<file path="src/rtl/assert_macros.svh">
// Assertion macros shared by the RTL of the triangle chirp tone generator.
// Bodies are empty when SYNTHESIS is defined.
`ifndef ASSERT_MACROS_SVH
`define ASSERT_MACROS_SVH

`ifndef SYNTHESIS

// Check a property at every rising clock edge outside reset.
`define ASSERT_HOLDS(label, clk, rst_n, prop, msg) \
    label: assert property (@(posedge clk) disable iff (!rst_n) (prop)) else $error(msg);

// Check that an antecedent implies a consequent in the same cycle.
`define ASSERT_IMPLIES(label, clk, rst_n, ante, cons, msg) \
    label: assert property (@(posedge clk) disable iff (!rst_n) (ante) |-> (cons)) \
        else $error(msg);

`else

`define ASSERT_HOLDS(label, clk, rst_n, prop, msg)
`define ASSERT_IMPLIES(label, clk, rst_n, ante, cons, msg)

`endif

`endif

</file>
<file path="src/rtl/ttg_pkg.sv">
// Package of the triangle chirp tone generator: codes, constants and types.
// No dependencies.
`timescale 1ns / 1ps

package ttg_pkg;

    localparam logic OP_START = 1'b0;
    localparam logic OP_TICK  = 1'b1;

    localparam logic KIND_SINGLE = 1'b0;
    localparam logic KIND_RISE   = 1'b1;

    localparam logic [1:0] CFG_STEP_SINGLE      = 2'd0;
    localparam logic [1:0] CFG_STEP_RISE_FIRST  = 2'd1;
    localparam logic [1:0] CFG_STEP_RISE_SECOND = 2'd2;

    localparam logic [15:0] STEP_SINGLE_RESET      = 16'd3031;
    localparam logic [15:0] STEP_RISE_FIRST_RESET  = 16'd2703;
    localparam logic [15:0] STEP_RISE_SECOND_RESET = 16'd3604;

    localparam logic [16:0] QUARTER_TURN  = 17'd16384;
    localparam logic [16:0] THREE_QUARTER = 17'd49152;

    localparam logic [11:0] ATTACK_LEN       = 12'd80;
    localparam logic [11:0] RELEASE_LEN      = 12'd160;
    localparam logic [11:0] SOUND_LEN_SINGLE = 12'd480;
    localparam logic [11:0] SOUND_LEN_RISE   = 12'd1920;
    localparam logic [11:0] LAST_IDX_SINGLE  = 12'd1119;
    localparam logic [11:0] LAST_IDX_RISE    = 12'd2559;
    localparam logic [11:0] RISE_SWITCH      = 12'd960;
    localparam logic [6:0]  ENV_HOLD         = 7'd80;

    // x / 320 = ((x >> 6) * 52429) >> 18, exact for x >> 6 below 2^18
    localparam logic [15:0] DIV5_RECIP = 16'd52429;

    typedef struct packed {
        logic        neg;
        logic [20:0] mag;
        logic [7:0]  vol;
        logic        last;
    } prod_t;

endpackage

</file>
<file path="src/rtl/triangle_chirp_tone_generator.sv">
// Top level of the triangle chirp tone generator: a DDS triangle with envelope.
// Depends on ttg_pkg and assert_macros.svh.
`timescale 1ns / 1ps

// Takes one item per clock cycle while in_stall is low; a tick during a chirp
// yields its sample on the outputs through the input register, product register
// and result register. The phase, envelope and product are formed before the
// product register, the division by 320 before the result register. Starts and
// ticks while idle yield no result. Stages advance independently, so a waiting
// result stalls the input only when every stage is full.
module triangle_chirp_tone_generator
(
    input  logic               clk,
    input  logic               rst_n,
    input  logic               in_valid,
    output logic               in_stall,
    input  logic               opcode,
    input  logic               tone_kind,
    input  logic [7:0]         volume,
    output logic               out_valid,
    input  logic               out_stall,
    output logic signed [13:0] sample,
    output logic [7:0]         sample_volume,
    output logic               last,
    input  logic               cfg_we,
    input  logic [1:0]         cfg_index,
    input  logic [15:0]        cfg_data
);

`include "assert_macros.svh"

    logic [15:0] step_single_reg;
    logic [15:0] step_rise_first_reg;
    logic [15:0] step_rise_second_reg;

    logic        item_valid_reg;
    logic        item_valid_next;
    logic        item_opcode_reg;
    logic        item_kind_reg;
    logic [7:0]  item_volume_reg;

    logic [15:0] phase_acc_reg;
    logic [15:0] phase_acc_next;
    logic [11:0] sample_index_reg;
    logic [11:0] sample_index_next;
    logic        active_kind_reg;
    logic        active_kind_next;
    logic        playing_reg;
    logic        playing_next;
    logic [7:0]  held_volume_reg;
    logic [7:0]  held_volume_next;

    logic                prod_valid_reg;
    logic                prod_valid_next;
    ttg_pkg::prod_t      prod_reg;
    ttg_pkg::prod_t      prod_next;

    logic                out_valid_reg;
    logic                out_valid_next;
    logic signed [13:0]  sample_reg;
    logic signed [13:0]  sample_next;
    logic [7:0]          sample_volume_reg;
    logic                last_reg;

    logic        ready_out;
    logic        ready_prod;
    logic        ready_item;
    logic        fire_item;
    logic        is_tick;

    logic [11:0] t;
    logic [15:0] step;
    logic [11:0] sound_len;
    logic [11:0] last_idx;
    logic [15:0] phase_sum;
    logic [16:0] tri_val;
    logic [16:0] tri_abs;
    logic [11:0] remain;
    logic [6:0]  env;
    logic        at_last;

    logic [14:0] div_in;
    logic [30:0] div_prod;
    logic [12:0] quot;

    assign ready_out  = !out_valid_reg || !out_stall;
    assign ready_prod = !prod_valid_reg || ready_out;
    assign ready_item = !item_valid_reg || ready_prod;
    assign in_stall   = !ready_item;
    assign fire_item  = item_valid_reg && ready_prod;
    assign is_tick    = item_opcode_reg == ttg_pkg::OP_TICK;

    // configuration registers
    always_ff @(posedge clk or negedge rst_n)
    begin
        if (!rst_n)
        begin
            step_single_reg      <= ttg_pkg::STEP_SINGLE_RESET;
            step_rise_first_reg  <= ttg_pkg::STEP_RISE_FIRST_RESET;
            step_rise_second_reg <= ttg_pkg::STEP_RISE_SECOND_RESET;
        end
        else if (cfg_we)
        begin
            case (cfg_index)
                ttg_pkg::CFG_STEP_SINGLE:      step_single_reg      <= cfg_data;
                ttg_pkg::CFG_STEP_RISE_FIRST:  step_rise_first_reg  <= cfg_data;
                ttg_pkg::CFG_STEP_RISE_SECOND: step_rise_second_reg <= cfg_data;
                default:                       ;
            endcase
        end
    end

    // phase, envelope and product of the held item
    always_comb
    begin
        t = sample_index_reg;
        if (active_kind_reg == ttg_pkg::KIND_RISE)
        begin
            step      = (t < ttg_pkg::RISE_SWITCH) ? step_rise_first_reg : step_rise_second_reg;
            sound_len = ttg_pkg::SOUND_LEN_RISE;
            last_idx  = ttg_pkg::LAST_IDX_RISE;
        end
        else
        begin
            step      = step_single_reg;
            sound_len = ttg_pkg::SOUND_LEN_SINGLE;
            last_idx  = ttg_pkg::LAST_IDX_SINGLE;
        end
        phase_sum = phase_acc_reg + step;

        if (!phase_sum[15])
            tri_val = {1'b0, phase_sum} - ttg_pkg::QUARTER_TURN;
        else
            tri_val = ttg_pkg::THREE_QUARTER - {1'b0, phase_sum};
        tri_abs = tri_val[16] ? (~tri_val + 17'd1) : tri_val;

        remain = sound_len - t;
        if (t < ttg_pkg::ATTACK_LEN)
            env = t[6:0];
        else if (t >= sound_len)
            env = 7'd0;
        else if (remain < ttg_pkg::RELEASE_LEN)
            env = remain[7:1];
        else
            env = ttg_pkg::ENV_HOLD;

        at_last = t >= last_idx;

        prod_next.neg  = tri_val[16];
        prod_next.mag  = 21'(tri_abs[14:0] * env);
        prod_next.vol  = held_volume_reg;
        prod_next.last = at_last;
    end

    // chirp state
    always_comb
    begin
        phase_acc_next    = phase_acc_reg;
        sample_index_next = sample_index_reg;
        active_kind_next  = active_kind_reg;
        playing_next      = playing_reg;
        held_volume_next  = held_volume_reg;
        if (fire_item)
        begin
            if (!is_tick)
            begin
                if (item_volume_reg != 8'd0)
                begin
                    phase_acc_next    = '0;
                    sample_index_next = '0;
                    active_kind_next  = item_kind_reg;
                    held_volume_next  = item_volume_reg;
                    playing_next      = 1'b1;
                end
            end
            else if (playing_reg)
            begin
                phase_acc_next = phase_sum;
                if (at_last)
                begin
                    sample_index_next = '0;
                    playing_next      = 1'b0;
                end
                else
                begin
                    sample_index_next = t + 12'd1;
                end
            end
        end
    end

    // divide by 320 and restore the sign
    always_comb
    begin
        div_in      = prod_reg.mag[20:6];
        div_prod    = div_in * ttg_pkg::DIV5_RECIP;
        quot        = div_prod[30:18];
        sample_next = prod_reg.neg ? -$signed({1'b0, quot}) : $signed({1'b0, quot});
    end

    always_comb
    begin
        item_valid_next = ready_item ? in_valid : item_valid_reg;
        prod_valid_next = ready_prod ? (fire_item && is_tick && playing_reg) : prod_valid_reg;
        out_valid_next  = ready_out ? prod_valid_reg : out_valid_reg;
    end

    always_ff @(posedge clk or negedge rst_n)
    begin
        if (!rst_n)
        begin
            item_valid_reg   <= 1'b0;
            prod_valid_reg   <= 1'b0;
            out_valid_reg    <= 1'b0;
            phase_acc_reg    <= '0;
            sample_index_reg <= '0;
            active_kind_reg  <= ttg_pkg::KIND_SINGLE;
            playing_reg      <= 1'b0;
            held_volume_reg  <= '0;
        end
        else
        begin
            item_valid_reg   <= item_valid_next;
            prod_valid_reg   <= prod_valid_next;
            out_valid_reg    <= out_valid_next;
            phase_acc_reg    <= phase_acc_next;
            sample_index_reg <= sample_index_next;
            active_kind_reg  <= active_kind_next;
            playing_reg      <= playing_next;
            held_volume_reg  <= held_volume_next;
        end
    end

    always_ff @(posedge clk)
    begin
        if (in_valid && ready_item)
        begin
            item_opcode_reg <= opcode;
            item_kind_reg   <= tone_kind;
            item_volume_reg <= volume;
        end
        if (ready_prod)
            prod_reg <= prod_next;
        if (ready_out)
        begin
            sample_reg        <= sample_next;
            sample_volume_reg <= prod_reg.vol;
            last_reg          <= prod_reg.last;
        end
    end

    assign out_valid     = out_valid_reg;
    assign sample        = sample_reg;
    assign sample_volume = sample_volume_reg;
    assign last          = last_reg;

    `ASSERT_IMPLIES(a_idle_index_clear, clk, rst_n, !playing_reg,
        sample_index_reg == 12'd0, "index not cleared while idle")
    `ASSERT_IMPLIES(a_single_index_range, clk, rst_n, active_kind_reg == ttg_pkg::KIND_SINGLE,
        sample_index_reg <= ttg_pkg::LAST_IDX_SINGLE, "single tone index out of range")
    `ASSERT_IMPLIES(a_sample_range, clk, rst_n, out_valid_reg,
        (sample_reg <= 14'sd4096) && (sample_reg >= -14'sd4096), "sample out of range")
    `ASSERT_HOLDS(a_result_from_tick, clk, rst_n,
        $rose(prod_valid_reg) |-> $past(fire_item && is_tick && playing_reg),
        "result without a tick while playing")

endmodule

</file>
<file path="config.mk">
export PLATFORM = sky130hd
export DESIGN_NAME = triangle_chirp_tone_generator
export DESIGN_NICKNAME = d
export VERILOG_FILES = /design/src/rtl/ttg_pkg.sv /design/src/rtl/triangle_chirp_tone_generator.sv
export VERILOG_INCLUDE_DIRS = /design/src /design/src/rtl
export SDC_FILE = /design/constraint.sdc
export NUM_CORES = 1
export LEC_CHECK = 0
export ABC_AREA = 1
export CAP_MARGIN = 5
export CELL_PAD_IN_SITES_DETAIL_PLACEMENT = 1
export CELL_PAD_IN_SITES_GLOBAL_PLACEMENT = 1
export CORE_MARGIN = 3
export CORE_UTILIZATION = 40
export DETAILED_ROUTE_END_ITERATION = 10
export DONT_BUFFER_PORTS = 1
export PLACE_DENSITY = 0.7
export SLEW_MARGIN = 20
export SYNTH_ARGS = -nofsm -noshare
export SYNTH_HDL_FRONTEND = slang
export SYNTH_SLANG_ARGS = --single-unit
export TNS_END_PERCENT = 100
</file>
<file path="constraint.sdc">
create_clock -name clk -period 11 [get_ports clk]
set_input_delay 2.2 -clock clk [delete_from_list [all_inputs] [get_ports clk]]
set_output_delay 2.2 -clock clk [all_outputs]
set_load 0.05 [all_outputs]
</file>
==> out/results.ini, run 1 <==
[sta]
drv_slew=0
max_freq_mhz=108.2
rsz0062_at_grt=no
period_share=0.8400
timing.hold.ws_ns=0.4263
tightestPinTransition_ns=1.049
skew_ns=0.01753
fin_setup_tns_ns=0
setup_viol=0
slew_headroom=0.2992
min_period_ns=9.240
hold_viol_final=0

[cts]
cts_setup_buffers=0
clk_path_buf_depth=2
cts_htree_levels=4
hold_buffers=0
cts-resized-gates=0
cts_made_buffers=17
cts_tree=yes
cts_sinks=147
clk_pin_slew_ns=0.06
clock_latency_ns=0.44
cts.root.buffer_cell=clkbuf_16

[die]
die_h_um=200.9
pin_count=58
initial_core_util=0.4103
die-area_sq_um=40380
rows=70
die_w_um=200.9
core-area_sq_um=37050

[cells_and_area]
diodes=0
fin_cells=2344
utilization=0.4406
area_delta_synth_final_pct=7.384
nets=2159
drive_gt1_frac=0.07880

[global_route]
grt_max_degree=90
grt_first_pass_wirelength_mm=66.51
grt_use_total=0.2008
antenna_found_initial=0
gr-total-overflow=0
first_global_vias=13260

[setup_path]
critPathRequiredTime_ns=11.19
cpMaxStageDelayCell=clkinv_1
path_common_cell=nand2_1
critPathArrivalTime_ns=9.43
cp-end-kind=register
critPathLaunchType=register
cp_max_fo=23
worstSetupPathType=reg2reg
cpPeakStageDelay_ns=0.84

[placed_design]
dp_hpwl_mm=32.58
place_inst=2312
port_buffers=0
globalplace.congestion=0.8713

[synth]
synth_edf_count=58
synth_mux_area_frac=0
synth-async-reset-ratio=0.6054
syn_avg_cell_area_sq_um=8.288
yosys_warnings=0
synth_cell_types=56
synth_top_flop_cell=dfrtp_1
synth_top_family_by_area=adder cells
yosys.area_share.simple=0.2067
synthAdderAreaFrac=0.3064
postSynthCellCount=1834
ys_ff_latch=147
synth.net_count=2166
syn-cell-area_sq_um=15200
synthXorXnorAreaFrac=0.04223
synth.yosys.seq_area_share=0.2628
synth_compound_area_frac=0.08783

[job]
drv_cap=0

[status]
status=completed

[detailed_routing]
first_pass_iters=5
drtIter0Drc=629
wirelength_mm=39.63
drc=0
ant_nets=0
via_count=11900
routedWlPerCell_um=16.91
via_per_inst=5.078

[hold_path]
hp-class=reg2reg

-- cells in the mapped netlist, types with 6 or more instances --
master	instances	area (sq um)
nand2_2	27	168.9
nand4_1	21	131.4
nand3_1	80	400.4
ha_1	177	2215
xnor2_1	15	131.4
nor2_2	11	68.82
o21ai_0	126	630.6
xor2_1	39	341.6
inv_1	331	1242
inv_2	7	26.28
dfstp_2	21	551.8
edfxtp_1	58	1742
nand2_4	6	67.56
fa_1	122	2442
xor2_2	6	97.59
a21oi_1	73	365.4
nor2_1	149	559.3
dfrtp_1	68	1702
clkbuf_1	23	86.33
nor3_1	17	85.08
a31oi_1	8	50.05
nand2_1	371	1393
-- logic make-up (layout without fill, tap and decap cells) --
| logic type | count (synthesis) | after routing |
|---|---|---|
| buffers and inverters | 371 | 377 |
| flip-flops | 147 | 147 |
| AO/OA/AOI/OAI | 242 | 242 |
| AND/OR/NAND/NOR | 712 | 712 |
| XOR/XNOR | 63 | 63 |
| adder cells (fa/ha/maj) | 299 | 299 |
-- cell usage in the layout, fill, tap and decap left out, types with 58 or more instances in the layout --
cell / instances
a21oi_1: 73
nand3_1: 77
fa_1: 122
ha_1: 177
nand2_1: 371
o21ai_0: 126
nor2_1: 149
dfrtp_1: 68
edfxtp_1: 58
inv_1: 331
-- through the flow --
step | cell area [sq um] | worst slack [ns]
global placement | 15720 | 1.762
detailed placement | 15720 | 1.693
CTS | 16310 | 1.648
global route | 16320 | 1.004
floorplan | 15200 | 3.577
finish | 16320 | 1.760
-- final cells by class --
| cell class | count | area, sq um |
|---|---|---|
| clock buffer | 19 | 454.2 |
| clock inverter | 13 | 137.6 |
| fill | 4492 | 20720 |
| inverter | 340 | 1277 |
| multi-input combinational | 1316 | 9791 |
| sequential | 147 | 3995 |
| tap | 504 | 630.6 |
| timing repair buffer | 5 | 37.54 |
-- worst paths after layout --
check                                endpoint  slack [ns]  cells past startpoint             from
hold reg to reg              sample_volume[1]        0.43                      0      prod_reg[2]
setup reg to reg                   div_in[11]        1.76                     41  active_kind_reg
setup / recovery                   div_in[11]        1.76                     41  active_kind_reg
max in group asynchronous  step_single_reg[2]        9.29                      0            rst_n
min in group asynchronous    phase_acc_reg[4]        1.45                      0            rst_n
hold / removal               sample_volume[1]        0.43                      0      prod_reg[2]
-- worst max-delay path: cells and delay by family (launching register included) --
family	cells	cell delay, ns
fa+ha+maj	7	3.22
simple gates	22	2.51
buf+inv	9	1.52
flops	1	0.79
xor+xnor	1	0.55
compound gates	2	0.41
-- routing by layer --
layer | routed length [um] | vias up | track usage
met5 | 0 | - | 0
met4 | 809 | 0 | 0.05144
met3 | 788 | 59 | 0.02594
met2 | 20980 | 132 | 0.3808
met1 | 17050 | 5906 | 0.2385
li1 | - | 5806 | -
Power of run 1 is left out: the tool's default activity adds up to more than one toggle a clock period on the data nets, which glitch-free logic cannot reach.
==> run 2, diff against run 1 <==
--- a/config.mk
+++ b/config.mk
@@ -6,7 +6,7 @@
 export SDC_FILE = /design/constraint.sdc
 export NUM_CORES = 1
 export LEC_CHECK = 0
-export ABC_AREA = 1
+export ABC_AREA = 0
 export CAP_MARGIN = 5
 export CELL_PAD_IN_SITES_DETAIL_PLACEMENT = 1
 export CELL_PAD_IN_SITES_GLOBAL_PLACEMENT = 1
@@ -14,7 +14,7 @@
 export CORE_UTILIZATION = 40
 export DETAILED_ROUTE_END_ITERATION = 10
 export DONT_BUFFER_PORTS = 1
-export PLACE_DENSITY = 0.7
+export PLACE_DENSITY = 0.67
 export SLEW_MARGIN = 20
 export SYNTH_ARGS = -nofsm -noshare
 export SYNTH_HDL_FRONTEND = slang
==> constraint.sdc (replaced) <==
create_clock -name clk -period 8.65 [get_ports clk]
set_input_delay 1.73 -clock clk [delete_from_list [all_inputs] [get_ports clk]]
set_output_delay 1.73 -clock clk [all_outputs]
set_load 0.05 [all_outputs]
==> run 2 against run 1 <==
Compared with the run above:
- sequential cell count is the same
- routed wire length decreased by 3.9%
- clock skew barely moved
- synthesized cell count fell by 19%
- sequential share of layout area down 1.3 points
- register-to-register slack got worse by 1.6 ns
- critical path type unchanged
- synthesized area down 2.3%
- non-clock buffer count rose by 103
- count of clock-buffer cells in the layout shrank 1
- die area is 2.2% lower
==> out/results.ini, run 2 <==
[setup_path]
critPathLaunchType=register
cp_max_fo=8  ; -65%
cpMaxStageDelayCell=fa_1
cpPeakStageDelay_ns=0.58  ; -0.26 ns
worstSetupPathType=reg2reg
critPathArrivalTime_ns=8.66  ; -0.77 ns
critPathRequiredTime_ns=8.84  ; -2.35 ns
cp-end-kind=register

[detailed_routing]
wirelength_mm=38.06  ; -3.9%
drc=0  ; unchanged
drtIter0Drc=303  ; -52%
first_pass_iters=4  ; -1
via_per_inst=5.374  ; +5.8%
routedWlPerCell_um=18.58  ; +9.9%
ant_nets=0  ; unchanged
via_count=11010  ; -7.5%

[sta]
slew_headroom=0.3278  ; +0.02858
drv_slew=0  ; unchanged
min_period_ns=8.466  ; -0.7742 ns
tightestPinTransition_ns=1.005  ; -0.04337 ns
skew_ns=0.01731  ; -0.0002266 ns
timing.hold.ws_ns=0.4213  ; -0.005061 ns
hold_viol_final=0  ; unchanged
fin_ws_ns=0.1845  ; -1.576 ns
period_share=0.9787  ; +0.1387
max_freq_mhz=118.1  ; +9.1%
setup_viol=0  ; unchanged

[cts]
cts.root.buffer_cell=clkbuf_16
clock_latency_ns=0.46  ; +0.02 ns
cts_made_buffers=17  ; unchanged
cts_tree=yes
cts_htree_levels=4  ; unchanged
clk_pin_slew_ns=0.06  ; about the same
cts_sinks=147  ; unchanged
clk_path_buf_depth=2  ; unchanged

[cells_and_area]
area_delta_synth_final_pct=15.94
utilization=0.4773  ; +0.03673
layout_common_cells=inv_1 (186), ha_1 (165), nor2_1 (136)
nets=1907  ; -12%
fin_cells=2049  ; -13%
diodes=0  ; unchanged
mostFrequentLayoutCell=inv_1
drive_gt1_frac=0.2267  ; +0.1479

[placed_design]
place_inst=1981  ; -14%
pre_cts_slack_ns=-0.1189  ; -1.812 ns
dp_hpwl_mm=30.01  ; -7.9%
globalplace.congestion=0.8733  ; +0.23%
port_buffers=0  ; unchanged

[hold_path]
hp-class=reg2reg

[job]
drv_cap=0  ; unchanged

[global_route]
grt_first_pass_wirelength_mm=62.25  ; -6.4%
antenna_found_initial=0  ; unchanged
gr-total-overflow=0  ; unchanged
grt_use_total=0.1985  ; -0.002350
first_global_vias=12060  ; -9.1%
grt_max_degree=90  ; unchanged

[synth]
synth_edf_count=58  ; unchanged
synth.yosys.seq_area_share=0.2689  ; +0.006087
yosys_warnings=0  ; unchanged
synth.net_count=1823  ; -16%
synth-async-reset-ratio=0.6054  ; unchanged
yosysMostFrequentCell=inv_1
synth_top_flop_cell=dfrtp_1
synthTopCellsByCount=inv_1 (191), ha_1 (177), nor2_1 (156)
yosysTopAreaCellShare=0.1644  ; +0.003721
synth_cell_types=91  ; +63%
ys_ff_latch=147  ; unchanged
synthTopCellsByArea=fa_1 (16%), ha_1 (15%), edfxtp_1 (12%)
syn-cell-area_sq_um=14860  ; -2.3%
yosys.area.top_type=fa_1
syn_avg_cell_area_sq_um=9.964  ; +20%
postSynthCellCount=1491  ; -19%

[die]
die_w_um=198.7  ; -1.1%
initial_core_util=0.4117  ; +0.001391
die-area_sq_um=39490  ; -2.2%
core-area_sq_um=36090  ; -2.6%
rows=69  ; -1.4%
die_h_um=198.7  ; -1.1%
pin_count=58  ; unchanged

[status]
status=completed

-- run 2: changes by cell type in the layout (fill, tap and decap cells not counted), sizes merged, moves of 12 or more --
cell	delta
buf	+103
inv	-149
mux2	+56
mux2i	+17
nand2	-329
nand2b	+26
nand3	-61
o211ai	+13
o21ai	-86
or2	+12
xnor2	+44
xor2	-15
-- run 2: critical path, delay by kind of cell (launching register included) --
family	cells	cell delay [ns]
adders and majority gates	7	2.94
DFF	1	0.43
xor gates and xnor gates	2	0.28
and+or+nand+nor	9	1.09
muxes	1	0.11
buffers and inverters	5	0.73
AOI/OAI and AO/OA	13	2.63
-- run 2: layer usage --
layer | share of wire | global-route usage | wire length [um] | vias to the layer above
met5 | 0 | 0 | 0 | -
li1 | - | - | - | 5260
met4 | 0.023 | 0.05856 | 882 | 0
met1 | 0.43 | 0.2409 | 16340 | 5575
met3 | 0.019 | 0.02608 | 718 | 58
met2 | 0.53 | 0.3670 | 20130 | 119
-- run 2: area by class of cell --
class | count | area (sq um)
sequential | 147 | 3995
tap | 461 | 576.8
multi-input combinational | 1110 | 10490
clock buffer | 18 | 432.9
timing repair buffer | 108 | 865.8
clock inverter | 14 | 143.9
fill | 4025 | 18860
inverter | 191 | 719.4
-- run 2: final timing paths --
path / slack [ns] / startpoint / cells past startpoint / endpoint
max in group asynchronous: 7.43 / rst_n / 0 / step_single_reg[4]
min in group asynchronous: 0.96 / rst_n / 0 / phase_acc_reg[13]
hold reg to reg: 0.42 / prod_reg[1] / 0 / sample_volume[0]
hold / removal: 0.42 / prod_reg[1] / 0 / sample_volume[0]
setup reg to reg: 0.18 / sample_index_reg[10] / 37 / div_in[12]
setup / recovery: 0.18 / sample_index_reg[10] / 37 / div_in[12]
-- run 2: kinds of logic (layout without fill, tap and decap cells) --
kind of cell,count (synthesis),after routing,synth area share
mux,73,73,0.05390
simple gates,409,409,0.1363
compound gates,237,237,0.1107
xor+xnor,92,92,0.05626
fa+ha+maj,299,299,0.3135
buf+inv,234,331,0.06038
flops,147,147,0.2689
-- run 2: stage by stage --
step | TNS [ns] | cell area, sq um
floorplan | 0 | 14940
finish | 0 | 17230
CTS | 0 | 16490
global placement | 0 | 15870
global route | -0.8609 | 17230
detailed placement | -0.2217 | 15880
-- run 2: what timing repair did --
| action | 4_1_cts | 5_1_grt |
|---|---|---|
| resized for setup | 6 | 100 |
| pin swaps | 2 | 69 |
| setup buffers | 2 | 34 |
| setup endpoints to repair | 4 | 8 |
| hold buffers | 0 | 0 |
Power of run 2 is left out for the same reason.
==> run 3, diff against run 2 <==
--- a/config.mk
+++ b/config.mk
@@ -6,7 +6,7 @@
 export SDC_FILE = /design/constraint.sdc
 export NUM_CORES = 1
 export LEC_CHECK = 0
-export ABC_AREA = 0
+export ABC_AREA = 1
 export CAP_MARGIN = 5
 export CELL_PAD_IN_SITES_DETAIL_PLACEMENT = 1
 export CELL_PAD_IN_SITES_GLOBAL_PLACEMENT = 1
@@ -14,7 +14,7 @@
 export CORE_UTILIZATION = 40
 export DETAILED_ROUTE_END_ITERATION = 10
 export DONT_BUFFER_PORTS = 1
-export PLACE_DENSITY = 0.67
+export PLACE_DENSITY = 0.7
 export SLEW_MARGIN = 20
 export SYNTH_ARGS = -nofsm -noshare
 export SYNTH_HDL_FRONTEND = slang
==> run 3 against run 2 <==
Compared with the run above:
- via count rose by 9.1%
- sequential cell count unchanged
- final area decreased by 4.1%
- final cell count up 15%
- die area up 2.2%
- routed wire length increased by 6.0%
- critical endpoint is now div_in[10]
- highest routed layer is now met5
==> out/results.ini, run 3 (synthesis results as in run 1) <==
[cts]
clk_pin_slew_ns=0.08  ; +0.02 ns
cts_made_buffers=17  ; unchanged
cts.root.buffer_cell=clkbuf_16
hold_buffers=0  ; unchanged
clock_latency_ns=0.44  ; -0.02 ns
clk_path_buf_depth=2  ; unchanged
cts_tree=yes
cts_htree_levels=4  ; unchanged
cts_sinks=147  ; unchanged

[detailed_routing]
via_count=12010  ; +9.1%
ant_nets=0  ; unchanged
via_per_inst=5.092  ; -5.3%
first_pass_iters=6  ; +2
routedWlPerCell_um=17.10  ; -8.0%
drtIter0Drc=402  ; +33%
wirelength_mm=40.33  ; +6.0%
drc=0  ; unchanged

[setup_path]
path_common_cell=fa_1
critPathArrivalTime_ns=8.25  ; -0.41 ns
path_buf_inv=8  ; +3
cpPeakStageDelay_ns=0.56  ; -0.02 ns
critPathLaunchType=register
cp_max_fo=17  ; +9
critPathRequiredTime_ns=8.82  ; -0.02 ns
cp-end-kind=register
path_delay_family=adder cells
worstSetupPathType=reg2reg
cpMaxStageDelayCell=fa_1

[sta]
setup_viol=0  ; unchanged
fin_ws_ns=0.5734  ; +0.3889 ns
tightestPinTransition_ns=0.8948  ; -0.1105 ns
min_period_ns=8.077  ; -0.3889 ns
period_share=0.9337  ; -0.04495
hold_viol_final=0  ; unchanged
skew_ns=0.02226  ; +0.004954 ns
max_freq_mhz=123.8  ; +4.8%
slew_headroom=0.3971  ; +0.06937
drv_slew=0  ; unchanged

[die]
die-area_sq_um=40380  ; +2.2%
rows=70  ; +1.4%
pin_count=58  ; unchanged
initial_core_util=0.4103  ; -0.001391
die_w_um=200.9  ; +1.1%
die_h_um=200.9  ; +1.1%
core-area_sq_um=37050  ; +2.7%

[job]
drv_cap=0  ; unchanged

[global_route]
grt_use_total=0.2026  ; +0.004150
gr-total-overflow=0  ; unchanged
first_global_vias=13070  ; +8.4%
antenna_found_initial=1  ; +1
grt_max_degree=90  ; unchanged
grt_first_pass_wirelength_mm=66.91  ; +7.5%

[placed_design]
port_buffers=0  ; unchanged
globalplace.congestion=0.8557  ; -2.0%
placed_area_sq_um=15820  ; -0.34%
dp_hpwl_mm=32.91  ; +9.7%
pre_cts_slack_ns=0.07170  ; +0.1906 ns

[cells_and_area]
drive_gt1_frac=0.09434  ; -0.1324
nets=2174  ; +14%
layout_common_cells=nand2_1 (368), inv_1 (329), ha_1 (176)
area_delta_synth_final_pct=8.725
regArea_sq_um=3998  ; about the same
fillers=4472  ; +11%
diodes=0  ; unchanged
multiInputGateArea_sq_um=9858  ; -6.0%
utilization=0.4461  ; -0.03123
final_cell_area_sq_um=16530  ; -4.1%
mostFrequentLayoutCell=nand2_1

[status]
status=completed

[hold_path]
hp-class=reg2reg

[run 3: changes by cell type in the layout (fill, tap and decap cells not counted), moves of 33 or more]
cell	delta
nand3_1	+53
xnor2_1	-33
mux2_2	-56
nand2_1	+295
inv_1	+143
buf_4	-78
o21ai_0	+85
[run 3: metrics by stage]
stage | hold WS, ns | cells | setup TNS (ns)
finish | 0.4176 | 2359 | 0
detailed placement | 0.4063 | 2326 | 0
global route | 0.4336 | 2359 | -0.02260
floorplan | 0.4003 | 1834 | 0
global placement | 0.4021 | 2326 | 0
CTS | 0.4230 | 2358 | 0
[run 3: worst paths after layout]
check                                    start                  to  slack [ns]  cells after the start
setup / recovery           sample_index_reg[8]          div_in[10]        0.57                     39
max in group asynchronous                rst_n  step_single_reg[1]        7.42                      0
hold reg to reg                    prod_reg[1]    sample_volume[0]        0.42                      0
setup reg to reg           sample_index_reg[8]          div_in[10]        0.57                     39
hold / removal                     prod_reg[1]    sample_volume[0]        0.42                      0
min in group asynchronous                rst_n    phase_acc_reg[3]        0.98                      0
[run 3: metal layers]
metal / share of wire / vias up / track usage
met5: 0.00032 / - / 0
met4: 0.022 / 2 / 0.05571
met3: 0.016 / 44 / 0.02578
met2: 0.53 / 118 / 0.3806
met1: 0.43 / 5995 / 0.2425
li1: - / 5852 / -
[run 3: final cells by class]
cell class              count  area share
inverters                 340     0.07752
multi-input cells        1316      0.5965
flip-flops and latches    147      0.2419
well taps                 504     0.03816
clock inverters            15     0.01113
repair buffers             20    0.009085
clock buffers              17     0.02574
[run 3: timing repair]
action                                  CTS  global route
endpoints found under the hold margin     0             0
endpoints found under the setup margin    0            14
resized for setup                         0            17
buffers inserted                          0             1
Power of run 3 is left out for the same reason.
